`config.mk`:
```
export PLATFORM = sky130hd
export DESIGN_NAME = http_response_chunk_deframer
export DESIGN_NICKNAME = d
export VERILOG_FILES = /design/src/hw/rtl/hcd_pkg.sv /design/src/hw/rtl/hcd_step.sv /design/src/hw/rtl/http_response_chunk_deframer.sv
export SDC_FILE = /design/constraint.sdc
export NUM_CORES = 1
export LEC_CHECK = 0
export ABC_AREA = 1
export BUFFER_PORTS_ARGS = -buffer_cell sky130_fd_sc_hd__buf_2
export CAP_MARGIN = 20
export CORE_MARGIN = 1
export CORE_UTILIZATION = 45
export CTS_CLUSTER_SIZE = 30
export DETAILED_ROUTE_END_ITERATION = 6
export HOLD_SLACK_MARGIN = 0.05
export PLACE_DENSITY_LB_ADDON = 0.05
export SLEW_MARGIN = 20
export SYNTH_ARGS = -nofsm -noshare
export SYNTH_HDL_FRONTEND = slang
export SYNTH_SLANG_ARGS = --single-unit
```
`constraint.sdc`:
```
create_clock -name i_clk -period 2.1 [get_ports i_clk]
set_clock_uncertainty 0.05 [all_clocks]
set_input_delay 0.315 -clock i_clk [delete_from_list [all_inputs] [get_ports i_clk]]
set_output_delay 0.315 -clock i_clk [all_outputs]
set_load 0.02 [all_outputs]
```
`src/hw/rtl/hcd_pkg.sv`:
```
// shared types, constants and helper functions for the http chunk deframer
`default_nettype none

package hcd_pkg;

    // default limit on hex digits in one chunk size line
    localparam int unsigned DefMaxSizeDigits = 8;

    localparam logic [7:0] ChCr = 8'h0d;
    localparam logic [7:0] ChLf = 8'h0a;

    // decoder phase, one-hot
    typedef enum logic [7:0] {
        PH_HEADER  = 8'b0000_0001,
        PH_RAW     = 8'b0000_0010,
        PH_SIZE    = 8'b0000_0100,
        PH_SIZE_LF = 8'b0000_1000,
        PH_DATA    = 8'b0001_0000,
        PH_DATA_CR = 8'b0010_0000,
        PH_DATA_LF = 8'b0100_0000,
        PH_STOP    = 8'b1000_0000
    } t_phase;

    // framing control state carried between items
    typedef struct packed {
        t_phase     phase;
        logic [1:0] header_match;
        logic       header_pattern;
    } t_ctl;

    // flags of one result item
    typedef struct packed {
        logic has_result;
        logic body_valid;
        logic body_done;
        logic format_error;
    } t_flags;

    // hex digit decode: bit 4 is the ok flag, bits 3:0 the value
    function automatic logic [4:0] hex_digit(input logic [7:0] c);
        logic [4:0] res;
        res = 5'd0;
        if (c >= 8'h30 && c <= 8'h39) begin
            res = {1'b1, 4'(c - 8'h30)};
        end else if (c >= 8'h61 && c <= 8'h66) begin
            res = {1'b1, 4'(c - 8'h57)};
        end else if (c >= 8'h41 && c <= 8'h46) begin
            res = {1'b1, 4'(c - 8'h37)};
        end
        return res;
    endfunction

endpackage

`default_nettype wire

```
`src/hw/rtl/hcd_step.sv`:
```
// next-state and result logic for one response byte
`default_nettype none

module hcd_step
    import hcd_pkg::*;
#(
    parameter int unsigned MAX_SIZE_DIGITS = DefMaxSizeDigits,
    localparam int unsigned RemW = 4 * MAX_SIZE_DIGITS,
    localparam int unsigned DigW = $clog2(MAX_SIZE_DIGITS + 1)
) (
    input  wire logic            i_chunked_mode,
    input  wire logic [7:0]      i_byte,
    input  wire logic            i_last,
    input  wire t_ctl            i_ctl,
    input  wire logic [RemW-1:0] i_rem,
    input  wire logic [DigW-1:0] i_digits,
    output t_ctl                 o_ctl,
    output logic      [RemW-1:0] o_rem,
    output logic      [DigW-1:0] o_digits,
    output t_flags               o_flags,
    output logic      [7:0]      o_body_byte
);

    localparam logic [DigW-1:0] MaxDigits = DigW'(MAX_SIZE_DIGITS);

    logic       is_cr;
    logic       is_lf;
    logic [4:0] hex;
    logic       last_kind;
    logic       valid;
    logic       done;
    logic       err;

    assign is_cr = (i_byte == ChCr);
    assign is_lf = (i_byte == ChLf);
    assign hex   = hex_digit(i_byte);
    // kind of the newest byte in the current cr/lf run
    assign last_kind = i_ctl.header_pattern ^ ~i_ctl.header_match[0];

    always_comb begin
        o_ctl    = i_ctl;
        o_rem    = i_rem;
        o_digits = i_digits;
        valid    = 1'b0;
        done     = 1'b0;
        err      = 1'b0;

        unique case (i_ctl.phase)
            PH_HEADER: begin
                if (!is_cr && !is_lf) begin
                    o_ctl.header_match = 2'd0;
                end else if (i_ctl.header_match != 2'd0 && is_lf != last_kind) begin
                    // run keeps alternating
                    if (i_ctl.header_match == 2'd3) begin
                        o_ctl.header_match = 2'd0;
                        o_ctl.phase = i_chunked_mode ? PH_SIZE : PH_RAW;
                    end else begin
                        o_ctl.header_match = i_ctl.header_match + 2'd1;
                    end
                end else begin
                    o_ctl.header_pattern = is_lf;
                    o_ctl.header_match   = 2'd1;
                end
            end
            PH_RAW: begin
                valid = 1'b1;
            end
            PH_SIZE: begin
                if (is_cr) begin
                    if (i_digits == '0) begin
                        err = 1'b1;
                    end else begin
                        o_ctl.phase = PH_SIZE_LF;
                    end
                end else if (!hex[4] || i_digits >= MaxDigits) begin
                    err = 1'b1;
                end else begin
                    o_rem    = (i_rem << 4) | RemW'(hex[3:0]);
                    o_digits = i_digits + DigW'(1);
                end
            end
            PH_SIZE_LF: begin
                if (!is_lf) begin
                    err = 1'b1;
                end else if (i_rem == '0) begin
                    // terminal chunk
                    done        = 1'b1;
                    o_ctl.phase = PH_STOP;
                end else begin
                    o_digits    = '0;
                    o_ctl.phase = PH_DATA;
                end
            end
            PH_DATA: begin
                valid = 1'b1;
                if (i_rem != '0) begin
                    o_rem = i_rem - RemW'(1);
                end
                if (i_rem <= RemW'(1)) begin
                    o_ctl.phase = PH_DATA_CR;
                end
            end
            PH_DATA_CR: begin
                if (!is_cr) begin
                    err = 1'b1;
                end else begin
                    o_ctl.phase = PH_DATA_LF;
                end
            end
            PH_DATA_LF: begin
                if (!is_lf) begin
                    err = 1'b1;
                end else begin
                    o_rem       = '0;
                    o_digits    = '0;
                    o_ctl.phase = PH_SIZE;
                end
            end
            PH_STOP: begin
            end
            default: begin
            end
        endcase

        if (err) begin
            o_ctl.phase = PH_STOP;
        end
        // end of response returns everything to reset
        if (i_last) begin
            done                 = 1'b1;
            o_ctl.phase          = PH_HEADER;
            o_ctl.header_match   = 2'd0;
            o_ctl.header_pattern = 1'b0;
            o_rem                = '0;
            o_digits             = '0;
        end
    end

    assign o_flags.has_result   = valid | done | err;
    assign o_flags.body_valid   = valid;
    assign o_flags.body_done    = done;
    assign o_flags.format_error = err;
    assign o_body_byte          = valid ? i_byte : 8'd0;

endmodule

`default_nettype wire

```
`src/hw/rtl/http_response_chunk_deframer.sv`:
```
// top level of the http response chunk deframer
//
// channel  dir  handshake              payload
// s        in   i_s_tvalid/o_s_tready  tdata: in_byte[7:0]; tlast: in_last
// m        out  o_m_tvalid/i_m_tready  tdata: body_byte[7:0]; tlast: body_done;
//                                      tuser: body_valid[0], format_error[1]
// cfg      in   i_cfg_wr_en            i_cfg_wr_data: chunked_mode
//
// one byte per cycle sustained unless the output stalls; a byte is held in
// the input register and its result, if any, is registered in the output
// register. the framing state update is a single combinational pass, so bytes
// follow back to back. a stalled output holds the pipeline; the input register
// is refilled in the same cycle the output is taken. synchronous active-low
// reset clears the framing state and chunked_mode.
`default_nettype none

module http_response_chunk_deframer
    import hcd_pkg::*;
#(
    parameter int unsigned MAX_SIZE_DIGITS = DefMaxSizeDigits,
    localparam int unsigned RemW = 4 * MAX_SIZE_DIGITS,
    localparam int unsigned DigW = $clog2(MAX_SIZE_DIGITS + 1)
) (
    input  wire logic       i_clk,
    input  wire logic       i_rst_n,
    // configuration
    input  wire logic       i_cfg_wr_en,
    input  wire logic       i_cfg_wr_data,
    // response byte stream
    input  wire logic       i_s_tvalid,
    output logic            o_s_tready,
    input  wire logic [7:0] i_s_tdata,   // [7:0] in_byte
    input  wire logic       i_s_tlast,
    // decoded body stream
    output logic            o_m_tvalid,
    input  wire logic       i_m_tready,
    output logic      [7:0] o_m_tdata,   // [7:0] body_byte
    output logic      [1:0] o_m_tuser,   // [0] body_valid, [1] format_error
    output logic            o_m_tlast
);

    logic            r_mode;
    logic            r_in_valid;
    logic [7:0]      r_in_byte;
    logic            r_in_last;
    t_ctl            r_ctl;
    logic [RemW-1:0] r_rem;
    logic [DigW-1:0] r_digits;
    logic            r_out_valid;
    logic [7:0]      r_out_byte;
    logic [1:0]      r_out_user;
    logic            r_out_last;

    t_ctl            n_ctl;
    logic [RemW-1:0] n_rem;
    logic [DigW-1:0] n_digits;
    t_flags          step_flags;
    logic [7:0]      step_byte;
    logic            advance;
    logic            process;

    // pipeline moves when the output register is free or being emptied
    assign advance    = !r_out_valid || i_m_tready;
    assign process    = r_in_valid && advance;
    assign o_s_tready = !r_in_valid || advance;

    hcd_step #(
        .MAX_SIZE_DIGITS(MAX_SIZE_DIGITS)
    ) u_step (
        .i_chunked_mode(r_mode),
        .i_byte        (r_in_byte),
        .i_last        (r_in_last),
        .i_ctl         (r_ctl),
        .i_rem         (r_rem),
        .i_digits      (r_digits),
        .o_ctl         (n_ctl),
        .o_rem         (n_rem),
        .o_digits      (n_digits),
        .o_flags       (step_flags),
        .o_body_byte   (step_byte)
    );

    // configuration register
    always_ff @(posedge i_clk) begin
        if (!i_rst_n) begin
            r_mode <= 1'b0;
        end else if (i_cfg_wr_en) begin
            r_mode <= i_cfg_wr_data;
        end
    end

    // input register
    always_ff @(posedge i_clk) begin
        if (!i_rst_n) begin
            r_in_valid <= 1'b0;
        end else if (o_s_tready) begin
            r_in_valid <= i_s_tvalid;
        end
    end

    always_ff @(posedge i_clk) begin
        if (i_s_tvalid && o_s_tready) begin
            r_in_byte <= i_s_tdata;
            r_in_last <= i_s_tlast;
        end
    end

    // framing state
    always_ff @(posedge i_clk) begin
        if (!i_rst_n) begin
            r_ctl.phase          <= PH_HEADER;
            r_ctl.header_match   <= 2'd0;
            r_ctl.header_pattern <= 1'b0;
            r_rem                <= '0;
            r_digits             <= '0;
        end else if (process) begin
            r_ctl    <= n_ctl;
            r_rem    <= n_rem;
            r_digits <= n_digits;
        end
    end

    // output register
    always_ff @(posedge i_clk) begin
        if (!i_rst_n) begin
            r_out_valid <= 1'b0;
        end else if (advance) begin
            r_out_valid <= r_in_valid && step_flags.has_result;
        end
    end

    always_ff @(posedge i_clk) begin
        if (process) begin
            r_out_byte <= step_byte;
            r_out_user <= {step_flags.format_error, step_flags.body_valid};
            r_out_last <= step_flags.body_done;
        end
    end

    assign o_m_tvalid = r_out_valid;
    assign o_m_tdata  = r_out_byte;
    assign o_m_tuser  = r_out_user;
    assign o_m_tlast  = r_out_last;

    // a result never carries a body byte and an error together
    a_no_valid_and_error: assert property (@(posedge i_clk) disable iff (!i_rst_n)
        o_m_tvalid |-> !(o_m_tuser[0] && o_m_tuser[1]))
        else $error("body byte flagged together with format error");

    // bytes that are not body bytes go out as zero
    a_zero_non_body: assert property (@(posedge i_clk) disable iff (!i_rst_n)
        (o_m_tvalid && !o_m_tuser[0]) |-> (o_m_tdata == 8'd0))
        else $error("non-body result carries a nonzero byte");

    // inside a chunk there is always at least one byte left
    a_data_nonzero: assert property (@(posedge i_clk) disable iff (!i_rst_n)
        (r_ctl.phase == PH_DATA) |-> (r_rem != '0))
        else $error("data phase with empty chunk count");

    // digit count never passes the limit
    a_digit_limit: assert property (@(posedge i_clk) disable iff (!i_rst_n)
        r_digits <= DigW'(MAX_SIZE_DIGITS))
        else $error("size digit count beyond limit");

    // a stalled output register blocks the step from overwriting it
    a_stall_holds: assert property (@(posedge i_clk) disable iff (!i_rst_n)
        (o_m_tvalid && !i_m_tready) |=> (o_m_tvalid && $stable(r_out_user)))
        else $error("pending result lost while stalled");

endmodule

`default_nettype wire

```
After elaboration in Yosys (flattened, before gate mapping)
Index checks and enable logic that the tools add are counted.
- muxes and demuxes: 47
- bitwise gates (word level): 5
- add/subtract/negate cells: 6
- order comparisons: 8
- reductions and logical operators: 31
- equal/unequal tests: 28
- operators with widths (kind ; number):
    $mux 32 ; 5
    $pmux 32 s3 ; 1
    $mux 8 ; 11
    $pmux 8 s6 ; 1
    $le 32x1->1 const B ; 1
    $logic_not 32->1 ; 1
    $or 32x4->32 ; 1
    $reduce_bool 32->1 ; 1
    $sub 32x1->32 const B ; 1
    $ne 4x2->1 const B ; 7
    $eq 8x4->1 const B ; 3
    $mux 4 ; 6
    $ge 8x7->1 const B ; 2
    $le 8x7->1 const B ; 2
    $mux 5 ; 3
    $mux 1 ; 12
    $pmux 4 s3 ; 1
    $mux 11 ; 1
    $reduce_and 11->1 ; 1
    $ne 3x2->1 const B ; 3
    $ne 3x3->1 const B ; 3
    $eq 8x1->1 const B ; 1
    $eq 8x2->1 const B ; 1
    $eq 8x3->1 const B ; 1
    other kinds (32) ; 55
- word-level logic and storage cells: 138
- register bits after elaboration: 70
- input bits: 15

Depth between registers and ports, before layout
- depth after elaboration: 12
- mapped depth: 17
- depth with buffers taken out: 16

Modules after synthesis
A second synthesis with hierarchy kept.
- cell total of the unflattened synthesis: 1073
- area, all modules: 6313.6 µm²
- modules (own cells, without submodules) (module ; area an instance (µm²) ; times used ; cells an instance):
    hcd_step ; 3500.9 ; 1 ; 729
    http_response_chunk_deframer ; 2812.7 ; 1 ; 344

Worst setup path after synthesis
Ideal clock, no wire load.
- kind: flip-flop to flip-flop
- start point: register r_in_byte[0]
- end point: register r_digits[1]
- setup time: 0.121 ns
- data arrival time: 1.893 ns
- stages on the path, launching flop included: 14
- buffers on the path: 0
- period minus slack after synthesis: 2.064 ns
- slack: 0.036 ns
- required time: 1.929 ns
- path through: edfxtp_1 -> inv_1 -> ha_1 -> inv_1 -> nand3_1 -> nand3_1 -> nand2_1 -> nand2_1 -> nand2_1 -> nand2_1 -> nor3_2 -> inv_1 -> o21ai_1 -> nor2_1
- word-level cells in the longest chain between the ends: 9
- elaborated cells between the ends (all ways): 21
- RTL lines (item ; line ; RTL):
    start: declaration ; http_response_chunk_deframer.sv:44 ; logic [7:0] r_in_byte;
    start signal: assignment ; http_response_chunk_deframer.sv:103 ; r_in_byte <= i_s_tdata;
    $ge 8x7->1 or $le 8x7->1 (tied branches) ; hcd_pkg.sv:47 ; end else if (c >= 8'h41 && c <= 8'h46) begin
    $logic_and 1x1->1 ; hcd_pkg.sv:47 ;
    $mux 5 ; hcd_pkg.sv:47 ;
    $mux 5 ; hcd_pkg.sv:45 ; end else if (c >= 8'h61 && c <= 8'h66) begin
    $mux 5 ; hcd_pkg.sv:43 ; if (c >= 8'h30 && c <= 8'h39) begin
    $logic_not 1->1 ; hcd_step.sv:75 ; end else if (!hex[4] || i_digits >= MaxDigits) begin
    $logic_or 1x1->1 ; hcd_step.sv:75 ;
    $ne 3x3->1 (no line) ; n/a ;
    $reduce_and 7->1 (no line) (*) ; n/a ;
    end signal: assignment ; http_response_chunk_deframer.sv:119 ; r_digits <= n_digits;
    end: declaration ; http_response_chunk_deframer.sv:48 ; logic [DigW-1:0] r_digits;
Mark *: on every way between the ends. The rest lies on a longest branch, timed or not.
A chain may end at the register's enable or synchronous reset.

Worst setup path after layout
- start point: register r_in_byte[0]
- end point: register r_rem[11]
- word-level cells in the longest chain between the ends: 9
- elaborated cells between the ends (all ways): 20
- RTL lines (item ; line ; RTL):
    $ge 8x7->1 or $le 8x7->1 (tied branches) ; hcd_pkg.sv:47 ;
    $logic_and 1x1->1 ; hcd_pkg.sv:47 ;
    $mux 5 ; hcd_pkg.sv:47 ;
    $mux 5 ; hcd_pkg.sv:45 ;
    $mux 5 ; hcd_pkg.sv:43 ;
    $logic_not 1->1 ; hcd_step.sv:75 ;
    $logic_or 1x1->1 ; hcd_step.sv:75 ;
    $ne 3x3->1 (no line) ; n/a ;
    $reduce_and 6->1 (no line) (*) ; n/a ;
    end signal: assignment ; http_response_chunk_deframer.sv:118 ; r_rem <= n_rem;
    end: declaration ; http_response_chunk_deframer.sv:47 ; logic [RemW-1:0] r_rem;
Marked as above.

==> results.tsv <==
stage	metric	value	unit
layout	n_diodes	0	
status	failing checks	setup timing	
worst_setup_path	CP Class	flip-flop to flip-flop	
yosys	Synth Instances	656	
sta	post-route setup TNS	-632	ps
clock_tree	cts hold-fix bufs	0	
global_route	largest net degree at the start of global routing	26	
power	Clk pwr share	0.310	
worst_hold_path	hold crit path type	input pin to flip-flop	
worst_setup_path	Startpoint Class	flip-flop	
layout	design area	5910	um^2
placed_design	Placer Congestion	0.833	
drt	Via density	5.31	
clock_tree	clock root cell	clkbuf_8	
die	Cell Rows	35	
global_route	initial antenna violation count	0	
clock_tree	CTS tree	done	
layout	Layout Nets	771	
layout	FILL cells	846	
power	Switching Share	0.350	
sta	RSZ-0062 raised after global routing	yes	
die	initial core utilization	0.474	
global_route	first-pass GRT wire length	20800	um
yosys	FF+latch count, synth	70	
worst_setup_path	CP Data Required Time	2350	ps
clock_tree	CTS buffer count	9	
global_route	Total GRT Usage	0.259	
drt	Post-DRT Antenna Nets	0	
layout	share of layout cells above drive strength 1	0.321	
power	LEAKAGE	2.55	nW
layout	Storage cell area	1600	um^2
yosys	EDFF count, synth	20	
global_route	total grt overflow	0	
clock_tree	clock latency reported for the late side of the worst-skew pair	360	ps
yosys	Syn Area/Cell	6.80	um^2
clock_tree	H-tree levels	3	
drt	Initial DRT Pass Iterations	4	
sta	Setup-failing EPs final	24	
sta	Final Hold Fails	0	
clock_tree	maximum clock insertion buffer count	2	
layout	most common cell after layout, fill and taps aside	nand2_1	
global_route	number of global-route vias before repair	4383	
placed_design	IO buf count	27	
clock_tree	Worst-path clk slew	90	ps
sta	Worst slew margin	0.549	
placed_design	Post-DP Area	4990	um^2
sta	Worst Max-Slew Pin Slew	675	ps
worst_setup_path	Critical Path End Type	flip-flop	
yosys	post-synth cell types	40	
drt	drt wl/cell	15.0	um
die	Core Region	9420	um^2
die	IO Pins	28	
power	Reg power frac	0.410	
yosys	Mapped Area	4460	um^2
sta	Final min period	2150	ps
sta	Slew Viols, Final	0	
placed_design	Final HPWL DP	8390	um
sta	slack of the critical path	-45.7	ps
yosys	largest cells by area after synthesis	dfxtp_1, edfxtp_1, nand2_1, nor2_1, inv_1	
power	Int Pwr	0.00241	W
placed_design	pre-CTS WS	-151	ps
clock_tree	CTS Sinks	70	
yosys	YS warnings	0	
power	switching power	0.00129	W
power	Power Dens Cells	626	nW/um^2
worst_setup_path	Crit Path Max Fanout	6	
drt	Post-route DRC	0	
drt	DR iter-0 viols	280	
yosys	top cell type's share of synthesized area	0.224	
sta	FMAX	466	MHz
sta	fin crit share	1.02	
die	Die X	102	um
worst_setup_path	Critical Path AT	2390	ps
layout	P&R area growth vs syn	32.6	%
drt	Post-Route WL	13200	um
yosys	register area share after synthesis	0.359	
yosys	ys async rst share	0	
power	worst vdd ir	0.000460	V
layout	most frequent cells in the layout	nand2_1, nor2_1, inv_1	
drt	routed vias	4677	
die	Die Area	10300	um^2
power	Tot Pwr	0.00370	W
status	status	finished, violations left	
job	max cap viols	0	
yosys	predominant post-synthesis flop cell	dfxtp_1	
die	Die Y	102	um
worst_setup_path	register-to-register setup slack	-50	ps
yosys	Yosys top cell by area	dfxtp_1	
yosys	syn nets	681	
layout	area of the multi-input gates	2770	um^2
power	part of the power in combinational logic	0.280	
worst paths after layout:
check / from / endpoint / cells after the start
worst max-delay path: r_in_byte[0] / r_rem[11] / 15
worst min-delay path: i_s_tlast / r_in_last / 1
worst max register to register: r_in_byte[0] / r_rem[11] / 15
worst min register to register: r_rem[18] / r_rem[18] / 2
layer usage:
layer,GRT usage,routed length [um],vias to the layer above
met3,0.0442,592,17
li1,-,-,2335
met1,0.338,5970,2213
met2,0.441,6430,112
met5,0,0,-
met4,0.0736,195,0
metrics by stage:
step                std cells   util  hold WS [ps]
global placement          839  0.530           415
global route              880  0.628          58.3
CTS                       873  0.590          63.8
finish                    880  0.628          78.2
detailed placement        839  0.530           435
floorplan                 656      -           359
cells by family after synthesis:
logic type / share of synthesized area
simple gates: 0.334
xor+xnor: 0.0216
flops: 0.359
fa+ha+maj: 0.0281
buf+inv: 0.105
compound gates: 0.153
synth_stat cells (4+ instances only):
cell type,n
a21oi_1,40
buf_2,5
nor2_1,90
edfxtp_1,20
nor3_1,10
o21ai_1,10
nand4_1,14
clkbuf_1,9
xor2_1,8
inv_2,10
nand3_1,37
nand2_1,145
buf_6,6
nor2_2,7
dfxtp_1,50
nor4_1,5
ha_1,10
nor2_4,4
o21ai_0,56
inv_1,78
a21oi_2,4
nand2_2,9
power by group through the flow:
stage / clock network (W) / registers [W] / logic, W
6_report: 0.00115 / 0.00152 / 0.00104
5_1_grt: 0.00121 / 0.00153 / 0.00115
4_1_cts: 0.00117 / 0.00151 / 0.000920
3_5_place_dp: 0 / 0.00154 / 0.000829
3_3_place_gp: 0 / 0.00154 / 0.000825
2_1_floorplan: 0 / 0.00154 / 0.000572
sequential cells by signal (all words and copies together) (netlist names):
register,count
r_in_byte,8
r_ctl,11
r_mode,1
r_in_valid,1
r_in_last,1
o_m_tvalid,1
o_m_tlast,1
o_m_tdata,8
r_rem,32
r_digits,4
o_m_tuser,2
cell type report:
cell class	instances	area share
clock buffers	9	0.0209
clock inverters	7	0.0135
inverters	90	0.0605
multi-input cells	477	0.469
flip-flops and latches	70	0.271
well taps	129	0.0273
repair buffers	96	0.134
repair inverters	2	0.00381
timing repair:
action                                  CTS  global route
endpoints found under the setup margin   41            45
pin swaps                                15            31
cloned                                    3             4
buffers inserted                         15             6
gates resized for setup                  48            99
worst max-delay path, stage by stage, from the launching register on:
cell and delay (ps):
edfxtp_1 420, inv_4 70, ha_4 170, inv_4 50, nor3_2 40, nor2_1 110
nand3_1 130, nand2_2 110, nand2_2 70, nand2_2 80, nand2_4 70, nor2_4 130
buf_12 160, buf_12 140, o2111ai_1 130, a21oi_2 140
Power figures use the tool's default switching activity.
